<file path="config.mk">
export PLATFORM = sky130hd
export DESIGN_NAME = jpeg_exif_segment_stripper
export DESIGN_NICKNAME = d
export VERILOG_FILES = /design/src/rtl/jes_pkg.sv /design/src/rtl/jes_front.sv /design/src/rtl/jes_queue.sv /design/src/rtl/jes_back.sv /design/src/rtl/jpeg_exif_segment_stripper.sv
export VERILOG_INCLUDE_DIRS = /design/src /design/src/rtl
export SDC_FILE = /design/constraint.sdc
export NUM_CORES = 1
export LEC_CHECK = 0
export BUFFER_PORTS_ARGS = -buffer_cell sky130_fd_sc_hd__buf_2
export CAP_MARGIN = 20
export CORE_ASPECT_RATIO = 2
export CORE_UTILIZATION = 50
export DETAILED_ROUTE_END_ITERATION = 12
export MAX_ROUTING_LAYER = met4
export PLACE_DENSITY = 0.66
export SETUP_SLACK_MARGIN = 0.5
export SKIP_LAST_GASP = 1
export SYNTH_ARGS = -nofsm -noshare
export SYNTH_HDL_FRONTEND = slang
export SYNTH_SLANG_ARGS = --single-unit
</file>
<file path="constraint.sdc">
create_clock -name clk_i -period 6.4 [get_ports clk_i]
set_clock_uncertainty 0.05 [all_clocks]
set_input_delay 0.96 -clock clk_i [delete_from_list [all_inputs] [get_ports clk_i]]
set_output_delay 0.96 -clock clk_i [all_outputs]
set_load 0.01 [all_outputs]
</file>
<file path="src/rtl/assert_macros.svh">
// ----------------------------------------------------------------------------
// Assertion macros
// Shared concurrent assertion forms clocked on clk_i and held off in reset.
// ----------------------------------------------------------------------------
`ifndef ASSERT_MACROS_SVH
`define ASSERT_MACROS_SVH

// Implication checked at every rising clock edge outside reset.
`define JES_ASSERT(label, prop, msg) \
  label: assert property (@(posedge clk_i) disable iff (!rst_ni) (prop)) else $error(msg);

// Implication whose consequent is checked in the following cycle.
`define JES_ASSERT_NEXT(label, ante, cons, msg) \
  label: assert property (@(posedge clk_i) disable iff (!rst_ni) (ante) |=> (cons)) \
    else $error(msg);

`endif

</file>
<file path="src/rtl/jes_pkg.sv">
// ----------------------------------------------------------------------------
// jes_pkg
// Types and constants shared by the Exif segment stripper modules.
// ----------------------------------------------------------------------------
package jes_pkg;

  localparam int SigBytes = 6;
  localparam int CmdBytes = 4 + SigBytes;
  localparam int CntW     = $clog2(CmdBytes + 1);
  localparam int IdxW     = $clog2(CmdBytes);
  localparam int SigIdxW  = $clog2(SigBytes);
  localparam int QDepth   = 4;
  localparam int QPtrW    = $clog2(QDepth);
  localparam int QCntW    = $clog2(QDepth + 1);

  localparam logic [7:0] MarkPrefix = 8'hFF;
  localparam logic [7:0] MarkSoi    = 8'hD8;
  localparam logic [7:0] MarkSos    = 8'hDA;
  localparam logic [7:0] MarkEoi    = 8'hD9;
  localparam logic [7:0] MarkTem    = 8'h01;
  localparam logic [7:0] MarkStuff  = 8'h00;
  localparam logic [7:0] MarkRst0   = 8'hD0;
  localparam logic [7:0] MarkRst7   = 8'hD7;
  localparam logic [7:0] MarkApp1   = 8'hE1;
  localparam logic [15:0] MinLen    = 16'd2;
  localparam logic [15:0] MinExifLen = 16'd8;

  localparam logic [SigBytes-1:0][7:0] ExifSig = {8'h00, 8'h00, 8'h66, 8'h69, 8'h78, 8'h45};

  typedef enum logic [3:0] {
    PhSoi0,
    PhSoi1,
    PhMark0,
    PhMark1,
    PhLen0,
    PhLen1,
    PhSig,
    PhBody,
    PhCopy,
    PhStop,
    PhInvalid
  } phase_e;

  // One command holds every result that a single input item releases.
  typedef struct packed {
    logic [CmdBytes-1:0][7:0] bytes;
    logic [CntW-1:0]          cnt;
    logic                     last;
    logic                     status;
  } cmd_t;

endpackage

</file>
<file path="src/rtl/jes_front.sv">
// ----------------------------------------------------------------------------
// jes_front
// Marker parser: accepts one byte per cycle while the queue has room and turns
// it into a command listing the bytes to release, holding headers until decided.
// ----------------------------------------------------------------------------
module jes_front (
  input  logic          clk_i,
  input  logic          rst_ni,
  input  logic          s_tvalid_i,
  output logic          s_tready_o,
  input  logic [7:0]    s_tdata_i,
  input  logic          s_tlast_i,
  input  logic          q_full_i,
  output logic          push_o,
  output jes_pkg::cmd_t cmd_o
);
  import jes_pkg::*;

  phase_e                   ph_q, ph_d;
  logic [7:0]               marker_q, marker_d;
  logic [15:0]              len_q, len_d;
  logic [15:0]              left_q, left_d;
  logic [SigIdxW-1:0]       sigcnt_q, sigcnt_d;
  logic                     drop_q, drop_d;
  logic                     stat_q, stat_d;
  logic [SigBytes-1:0][7:0] sig_q, sig_new;

  logic                     acc;
  logic [7:0]               b;
  logic [15:0]              len_new;
  logic [15:0]              left_dec;
  logic [SigIdxW-1:0]       sigcnt_new;
  logic [CmdBytes-1:0][7:0] hdr;
  cmd_t                     cmd;

  assign s_tready_o = !q_full_i;
  assign acc        = s_tvalid_i && s_tready_o;
  assign b          = s_tdata_i;
  assign len_new    = {len_q[15:8], b};
  assign left_dec   = (left_q != 16'd0) ? left_q - 16'd1 : 16'd0;
  assign sigcnt_new = sigcnt_q + SigIdxW'(1);

  always_comb begin
    sig_new = sig_q;
    sig_new[sigcnt_q] = b;
  end

  always_comb begin
    ph_d     = ph_q;
    marker_d = marker_q;
    len_d    = len_q;
    left_d   = left_q;
    sigcnt_d = sigcnt_q;
    drop_d   = drop_q;
    stat_d   = stat_q;
    cmd      = '0;
    hdr      = '0;
    if (acc) begin
      case (ph_q)
        PhSoi0: begin
          if (b == MarkPrefix) begin
            ph_d = PhSoi1;
          end else begin
            stat_d = 1'b1;
            ph_d   = PhInvalid;
          end
        end
        PhSoi1: begin
          if (b == MarkSoi) begin
            cmd.bytes[0] = MarkPrefix;
            cmd.bytes[1] = b;
            cmd.cnt      = CntW'(2);
            ph_d         = PhMark0;
          end else begin
            stat_d = 1'b1;
            ph_d   = PhInvalid;
          end
        end
        PhMark0: begin
          ph_d = (b == MarkPrefix) ? PhMark1 : PhStop;
        end
        PhMark1: begin
          marker_d = b;
          if (b == MarkSos || b == MarkEoi || b == MarkStuff || b == MarkTem ||
              (b >= MarkRst0 && b <= MarkRst7)) begin
            cmd.bytes[0] = MarkPrefix;
            cmd.bytes[1] = b;
            cmd.cnt      = CntW'(2);
            if (b == MarkSos) begin
              ph_d = PhCopy;
            end else if (b == MarkEoi) begin
              ph_d = PhStop;
            end else begin
              ph_d = PhMark0;
            end
          end else begin
            ph_d = PhLen0;
          end
        end
        PhLen0: begin
          len_d = {b, 8'h00};
          ph_d  = PhLen1;
        end
        PhLen1: begin
          len_d = len_new;
          if (len_new < MinLen) begin
            ph_d = PhStop;
          end else begin
            left_d = len_new - MinLen;
            drop_d = 1'b0;
            if (marker_q == MarkApp1 && len_new >= MinExifLen) begin
              sigcnt_d = '0;
              ph_d     = PhSig;
            end else begin
              cmd.cnt = CntW'(4);
              ph_d    = (left_d != 16'd0) ? PhBody : PhMark0;
            end
          end
        end
        PhSig: begin
          left_d = left_dec;
          if (sigcnt_new == SigIdxW'(SigBytes)) begin
            if (sig_new == ExifSig) begin
              drop_d = 1'b1;
            end else begin
              drop_d  = 1'b0;
              cmd.cnt = CntW'(CmdBytes);
            end
            sigcnt_d = '0;
            ph_d     = (left_dec != 16'd0) ? PhBody : PhMark0;
          end else begin
            sigcnt_d = sigcnt_new;
          end
        end
        PhBody: begin
          if (!drop_q) begin
            cmd.bytes[0] = b;
            cmd.cnt      = CntW'(1);
          end
          left_d = left_dec;
          if (left_dec == 16'd0) begin
            ph_d = PhMark0;
          end
        end
        PhCopy: begin
          cmd.bytes[0] = b;
          cmd.cnt      = CntW'(1);
        end
        default: begin
        end
      endcase

      if (s_tlast_i) begin
        if (ph_d == PhSoi1) begin
          stat_d = 1'b1;
        end
        if (ph_d == PhSig) begin
          cmd.cnt = (ph_q == PhSig) ? CntW'(4) + CntW'(sigcnt_new) : CntW'(4);
        end
      end

      // A held-back header, optionally followed by the collected signature.
      hdr[0] = MarkPrefix;
      hdr[1] = marker_q;
      hdr[2] = len_d[15:8];
      hdr[3] = len_d[7:0];
      for (int i = 0; i < SigBytes; i++) begin
        hdr[4 + i] = sig_new[i];
      end
      if (ph_q == PhLen1 || ph_q == PhSig) begin
        cmd.bytes = hdr;
      end
      cmd.last   = s_tlast_i;
      cmd.status = stat_d;

      if (s_tlast_i) begin
        ph_d     = PhSoi0;
        marker_d = '0;
        len_d    = '0;
        left_d   = '0;
        sigcnt_d = '0;
        drop_d   = 1'b0;
        stat_d   = 1'b0;
      end
    end
  end

  assign push_o = acc && (cmd.cnt != '0 || s_tlast_i);
  assign cmd_o  = cmd;

  always_ff @(posedge clk_i or negedge rst_ni) begin
    if (!rst_ni) begin
      ph_q     <= PhSoi0;
      marker_q <= '0;
      len_q    <= '0;
      left_q   <= '0;
      sigcnt_q <= '0;
      drop_q   <= 1'b0;
      stat_q   <= 1'b0;
    end else begin
      ph_q     <= ph_d;
      marker_q <= marker_d;
      len_q    <= len_d;
      left_q   <= left_d;
      sigcnt_q <= sigcnt_d;
      drop_q   <= drop_d;
      stat_q   <= stat_d;
    end
  end

  always_ff @(posedge clk_i) begin
    if (acc && ph_q == PhSig) begin
      sig_q <= sig_new;
    end
  end

endmodule

</file>
<file path="src/rtl/jes_queue.sv">
// ----------------------------------------------------------------------------
// jes_queue
// Short command queue between the parser and the output emitter.
// ----------------------------------------------------------------------------
module jes_queue (
  input  logic          clk_i,
  input  logic          rst_ni,
  input  logic          push_i,
  input  jes_pkg::cmd_t cmd_i,
  output logic          full_o,
  input  logic          pop_i,
  output logic          valid_o,
  output jes_pkg::cmd_t cmd_o
);
  import jes_pkg::*;
  `include "assert_macros.svh"

  cmd_t             mem_q [QDepth];
  logic [QPtrW-1:0] wptr_q, wptr_d;
  logic [QPtrW-1:0] rptr_q, rptr_d;
  logic [QCntW-1:0] cnt_q, cnt_d;

  assign full_o  = (cnt_q == QCntW'(QDepth));
  assign valid_o = (cnt_q != '0);
  assign cmd_o   = mem_q[rptr_q];

  always_comb begin
    wptr_d = push_i ? wptr_q + QPtrW'(1) : wptr_q;
    rptr_d = pop_i ? rptr_q + QPtrW'(1) : rptr_q;
    cnt_d  = cnt_q + QCntW'(push_i) - QCntW'(pop_i);
  end

  always_ff @(posedge clk_i or negedge rst_ni) begin
    if (!rst_ni) begin
      wptr_q <= '0;
      rptr_q <= '0;
      cnt_q  <= '0;
    end else begin
      wptr_q <= wptr_d;
      rptr_q <= rptr_d;
      cnt_q  <= cnt_d;
    end
  end

  always_ff @(posedge clk_i) begin
    if (push_i) begin
      mem_q[wptr_q] <= cmd_i;
    end
  end

  `JES_ASSERT(a_no_overflow, push_i |-> !full_o, "command pushed into a full queue")
  `JES_ASSERT(a_no_underflow, pop_i |-> valid_o, "command popped from an empty queue")

endmodule

</file>
<file path="src/rtl/jes_back.sv">
// ----------------------------------------------------------------------------
// jes_back
// Output emitter: walks the head command one result per cycle into the
// output register while the output is not stalled by m_tready.
// ----------------------------------------------------------------------------
module jes_back (
  input  logic          clk_i,
  input  logic          rst_ni,
  input  logic          q_valid_i,
  input  jes_pkg::cmd_t cmd_i,
  output logic          pop_o,
  output logic          m_tvalid_o,
  input  logic          m_tready_i,
  output logic [7:0]    m_tdata_o,
  output logic [1:0]    m_tuser_o,
  output logic          m_tlast_o
);
  import jes_pkg::*;
  `include "assert_macros.svh"

  logic [IdxW-1:0] idx_q, idx_d;
  logic            vld_q;
  logic [7:0]      data_q;
  logic            byte_q;
  logic            last_q;
  logic            stat_q;
  logic            load;
  logic            bare;
  logic            final_res;

  assign load      = q_valid_i && (!vld_q || m_tready_i);
  assign bare      = (cmd_i.cnt == '0);
  assign final_res = bare || (CntW'(idx_q) + CntW'(1) == cmd_i.cnt);
  assign pop_o     = load && final_res;

  always_comb begin
    idx_d = idx_q;
    if (load) begin
      idx_d = final_res ? '0 : idx_q + IdxW'(1);
    end
  end

  always_ff @(posedge clk_i or negedge rst_ni) begin
    if (!rst_ni) begin
      idx_q <= '0;
      vld_q <= 1'b0;
    end else begin
      idx_q <= idx_d;
      if (load) begin
        vld_q <= 1'b1;
      end else if (m_tready_i) begin
        vld_q <= 1'b0;
      end
    end
  end

  always_ff @(posedge clk_i) begin
    if (load) begin
      data_q <= bare ? 8'h00 : cmd_i.bytes[idx_q];
      byte_q <= !bare;
      last_q <= final_res && cmd_i.last;
      stat_q <= final_res && cmd_i.last && cmd_i.status;
    end
  end

  assign m_tvalid_o = vld_q;
  assign m_tdata_o  = data_q;
  assign m_tuser_o  = {stat_q, byte_q};
  assign m_tlast_o  = last_q;

  `JES_ASSERT(a_bare_is_last, (vld_q && !byte_q) |-> last_q,
              "bare result without end of file")
  `JES_ASSERT(a_status_on_last, (vld_q && stat_q) |-> last_q,
              "status raised on a result that is not the last")
  `JES_ASSERT_NEXT(a_idx_restart, pop_o, idx_q == '0,
                   "result index not restarted after a command")

endmodule

</file>
<file path="src/rtl/jpeg_exif_segment_stripper.sv">
// ----------------------------------------------------------------------------
// jpeg_exif_segment_stripper
// Passes a JPEG file through byte by byte and removes Exif APP1 segments.
// ----------------------------------------------------------------------------
// The block takes one file byte per cycle while its four-entry command queue
// has room, and gives one result per cycle from its output register while
// m_axis_tready is high. Most bytes release zero or one result, a marker
// releases two, and the byte that settles a held-back segment header releases
// up to ten (FF, marker, two length bytes and six signature bytes), so the
// output side sets the pace there. A bare result with tuser bit 0 low ends a
// file that produced no final byte.
module jpeg_exif_segment_stripper (
  input  logic       clk_i,
  input  logic       rst_ni,
  input  logic       s_axis_tvalid,
  output logic       s_axis_tready,
  input  logic [7:0] s_axis_tdata,  // [7:0] in_byte
  input  logic       s_axis_tlast,
  output logic       m_axis_tvalid,
  input  logic       m_axis_tready,
  output logic [7:0] m_axis_tdata,  // [7:0] out_byte
  output logic [1:0] m_axis_tuser,  // [0] out_valid, [1] status
  output logic       m_axis_tlast
);
  import jes_pkg::*;

  logic push;
  logic full;
  logic pop;
  logic q_valid;
  cmd_t push_cmd;
  cmd_t head_cmd;

  jes_front u_front (
    .clk_i      (clk_i),
    .rst_ni     (rst_ni),
    .s_tvalid_i (s_axis_tvalid),
    .s_tready_o (s_axis_tready),
    .s_tdata_i  (s_axis_tdata),
    .s_tlast_i  (s_axis_tlast),
    .q_full_i   (full),
    .push_o     (push),
    .cmd_o      (push_cmd)
  );

  jes_queue u_queue (
    .clk_i   (clk_i),
    .rst_ni  (rst_ni),
    .push_i  (push),
    .cmd_i   (push_cmd),
    .full_o  (full),
    .pop_i   (pop),
    .valid_o (q_valid),
    .cmd_o   (head_cmd)
  );

  jes_back u_back (
    .clk_i      (clk_i),
    .rst_ni     (rst_ni),
    .q_valid_i  (q_valid),
    .cmd_i      (head_cmd),
    .pop_o      (pop),
    .m_tvalid_o (m_axis_tvalid),
    .m_tready_i (m_axis_tready),
    .m_tdata_o  (m_axis_tdata),
    .m_tuser_o  (m_axis_tuser),
    .m_tlast_o  (m_axis_tlast)
  );

endmodule

</file>
==> impl_metrics.json <==
{
  "vias": 11800,
  "grt_antenna_before_repair": 0,
  "ys_ff_latch": 464,
  "cap_violations": 0,
  "finalNonFillerCells": 1916,
  "cts_setup_buffers": 0,
  "critPathBufInv": 2,
  "firstDrtPassIters": 5,
  "cts_tree": "done",
  "critPathRequiredTime_ns": 6.56,
  "finalWorstSetupSlack_ns": 2.03,
  "die_x_microns": 147,
  "wirelength_microns": 50200,
  "worstPathMaxFanout": 46,
  "fp.dieH_microns": 291,
  "synth_top_family_by_area": "multiplexers",
  "gp_congestion": 0.891,
  "drt_iter0_drc": 875,
  "drive_gt1_share_pct": 18.7,
  "wl_per_cell_microns": 26.2,
  "grt_max_degree": 75,
  "io_buffers": 25,
  "worst_path_largest_cell_delay_ns": 0.62,
  "clk_transition_reported_paths_ns": 0.06,
  "synth_mux_area_share_pct": 14.4,
  "syn_nets": 1383,
  "clock-root-buffer": "clkbuf_16",
  "synth.distinct_cells": 81,
  "row_count": 105,
  "grt_setup_unrepaired": "no",
  "cts_buffers": 39,
  "relSlewSlack_pct": 29.0,
  "power.total_mw": 10.0,
  "path_cells": "buf_2 -> nand3_1 -> or4_1 -> a221oi_2 -> a31oi_1 -> nor3_4 -> nor4b_2 -> a21oi_4 -> and2_4 -> buf_12",
  "io_pins": 26,
  "ir_drop_v": 0.000276,
  "crit_path_end_kind": "register",
  "initial_core_util_pct": 50.8,
  "cts.repair.resized": 0,
  "avgSynthCellArea_sq_um": 15.4,
  "critical_path.top_delay_family": "simple AND/OR/NAND/NOR gates",
  "grt_pass1_vias": 12200,
  "outcome": "finished, final reports clean",
  "worst_setup_path_start_kind": "primary input",
  "dp_hpwl_microns": 33200,
  "period_minus_slack_ns": 4.37,
  "synth-compound-area-share_pct": 6.57,
  "syn_area_sq_um": 20900,
  "synthSimpleGateAreaFrac_pct": 8.84,
  "fmax_ghz": 0.229,
  "setup_violations": 0,
  "grt_pass1_wl_microns": 76100,
  "yosysWarnings": 0,
  "final_common_cell": "edfxtp_1",
  "ys_async_sr_fraction_pct": 13.1,
  "core_sq_um": 41100,
  "synth_fa_ha_area_share_pct": 0.814,
  "hp-class": "reg -> reg",
  "p_leak_nw": 7.77,
  "dieArea_sq_um": 42700,
  "placed_cells": 1844,
  "synth_ff_type": "edfxtp_1",
  "synthXorXnorAreaFrac_pct": 1.38,
  "grt_usage_pct": 25.1,
  "dp_slack_ns": 1.49,
  "ctsHtreeMaxLevel": 2,
  "ys_seq_area_share_pct": 65.2,
  "cts_buffer_depth": 3,
  "final_min_period_over_clock_period_pct": 68.3,
  "tightestPinTransition_ns": 1.06,
  "post-route-util_pct": 55.6,
  "synth-edff-count": 403,
  "areaGrowthSynthToFinish_pct": 9.34,
  "tns_ns": 0,
  "cts_hold_buf": 0,
  "vias_per_cell": 6.17,
  "drc": 0,
  "arrival_ns": 4.53,
  "report.final.slew_viol_count": 0,
  "nNetsFinal": 1376,
  "synth_cells": 1357,
  "cts.sinks": 464,
  "clk-insertion-delay-late_ns": 0.55,
  "crit_slowest_cell": "and2_4",
  "final_cell_mix": "edfxtp_1 (403), mux4_2 (102), nand2_1 (98)",
  "pwr_density_cell_nw_per_um2": 438,
  "hold_violations": 0,
  "crit_type": "in -> reg",
  "grt_overflow": 0,
  "ant_nets": 0
}
==> cell families (layout without fill, tap and decap cells) <==
group / Yosys count / in the layout
buf+inv: 137 / 160
other cells: 0 / 1
simple gates: 340 / 340
flops: 464 / 464
xor+xnor: 33 / 33
mux: 170 / 170
compound gates: 200 / 200
fa+ha+maj: 13 / 13
==> metal layers <==
| layer | global-route usage [%] | vias up | wire length [microns] |
|---|---|---|---|
| met1 | 26.6 | 6112 | 17600 |
| met2 | 45.9 | 315 | 28200 |
| li1 | - | 5281 | - |
| met4 | 13.3 | 0 | 2870 |
| met3 | 2.01 | 116 | 1520 |
| met5 | - | - | 0 |
==> stage by stage <==
step | hold slack (ns) | cell area (sq um)
2_1_floorplan | 0.403 | 20900
5_1_grt | 0.474 | 22800
3_5_place_dp | 0.435 | 21500
3_3_place_gp | 0.422 | 21500
6_report | 0.443 | 22800
4_1_cts | 0.451 | 22800
==> layout make-up <==
cell class | count | area (sq um)
sequential | 464 | 13600
fill | 3235 | 18300
tap | 535 | 669
inverter | 43 | 161
multi-input combinational | 756 | 6730
clock buffer | 50 | 1060
clock inverter | 21 | 244
timing repair buffer | 46 | 345
antenna | 1 | 2.50
==> registers in the layout, indices dropped and copies added (netlist names), 2 cells and up <==
name,flops
u_front.sig_q,48
u_back.m_tdata_o,8
u_queue.mem_q,344
u_queue.cnt_q,3
u_queue.wptr_q,2
u_back.idx_q,4
u_front.marker_q,8
u_front.ph_q,4
u_queue.rptr_q,2
u_front.left_q,16
u_front.len_q,16
u_front.sigcnt_q,3
==> worst min-delay path: cells and delay by family, from the launching register on <==
kind,cells,cell delay [ns]
AO/OA/AOI/OAI,1,0.04
flip-flops,1,0.34
AND/OR/NAND/NOR,1,0.07
==> worst paths after layout <==
| check | from | end | slack (ns) | cells past startpoint |
|---|---|---|---|---|
| worst max-delay path | s_axis_tdata[4] | u_queue.mem_q[0][5] | 2.03 | 10 |
| worst min-delay path | u_front.stat_q | u_front.stat_q | 0.44 | 2 |
| worst max register to register | u_front.sigcnt_q[0] | u_queue.mem_q[0][5] | 2.14 | 9 |
| worst min register to register | u_front.stat_q | u_front.stat_q | 0.44 | 2 |
| max in group asynchronous | rst_ni | u_queue.rptr_q[1] | 5.06 | 2 |
| min in group asynchronous | rst_ni | u_front.len_q[13] | 0.53 | 2 |
==> Yosys cell counts (4+ instances only) <==
| cell type | number | area share (%) |
|---|---|---|
| a22o_1 | 11 | 0.46 |
| nand4_1 | 16 | 0.48 |
| o21ai_0 | 50 | 1.2 |
| a21o_1 | 4 | 0.14 |
| a32o_1 | 4 | 0.19 |
| and2_1 | 42 | 1.3 |
| nor3b_1 | 8 | 0.29 |
| xnor2_1 | 14 | 0.59 |
| inv_1 | 43 | 0.77 |
| buf_2 | 27 | 0.65 |
| nor3_1 | 19 | 0.46 |
| or3_1 | 4 | 0.12 |
| nand2_1 | 98 | 1.8 |
| nor4_1 | 13 | 0.39 |
| mux4_2 | 102 | 11 |
| nand3_1 | 15 | 0.36 |
| ha_1 | 12 | 0.72 |
| a21boi_0 | 8 | 0.29 |
| clkbuf_1 | 50 | 0.90 |
| buf_1 | 11 | 0.20 |
| xor2_1 | 19 | 0.80 |
| o31ai_1 | 9 | 0.32 |
| edfxtp_1 | 403 | 58 |
| o32ai_1 | 4 | 0.17 |
| o21a_1 | 5 | 0.18 |
| nand2b_1 | 4 | 0.12 |
| a31oi_1 | 4 | 0.12 |
| mux2_2 | 24 | 1.3 |
| mux2i_1 | 43 | 2.1 |
| dfrtp_1 | 61 | 7.3 |
| buf_4 | 4 | 0.14 |
| nor2_1 | 70 | 1.3 |
| a22oi_1 | 26 | 0.93 |
| a21oi_1 | 29 | 0.69 |
| nand3b_1 | 6 | 0.22 |
| and4_1 | 4 | 0.17 |
| or4_1 | 7 | 0.25 |
| o22ai_1 | 12 | 0.36 |
==> report_power, final <==
part           leakage (nW)  switching, mW  internal (mW)  total [mW]
registers              4.55          0.405           3.92        4.32
clock network         0.619           1.07           1.38        2.45
logic                  2.60           1.84           1.40        3.24
total                  7.77           3.32           6.70        10.0
No activity file was read; power rests on OpenSTA's default activity.
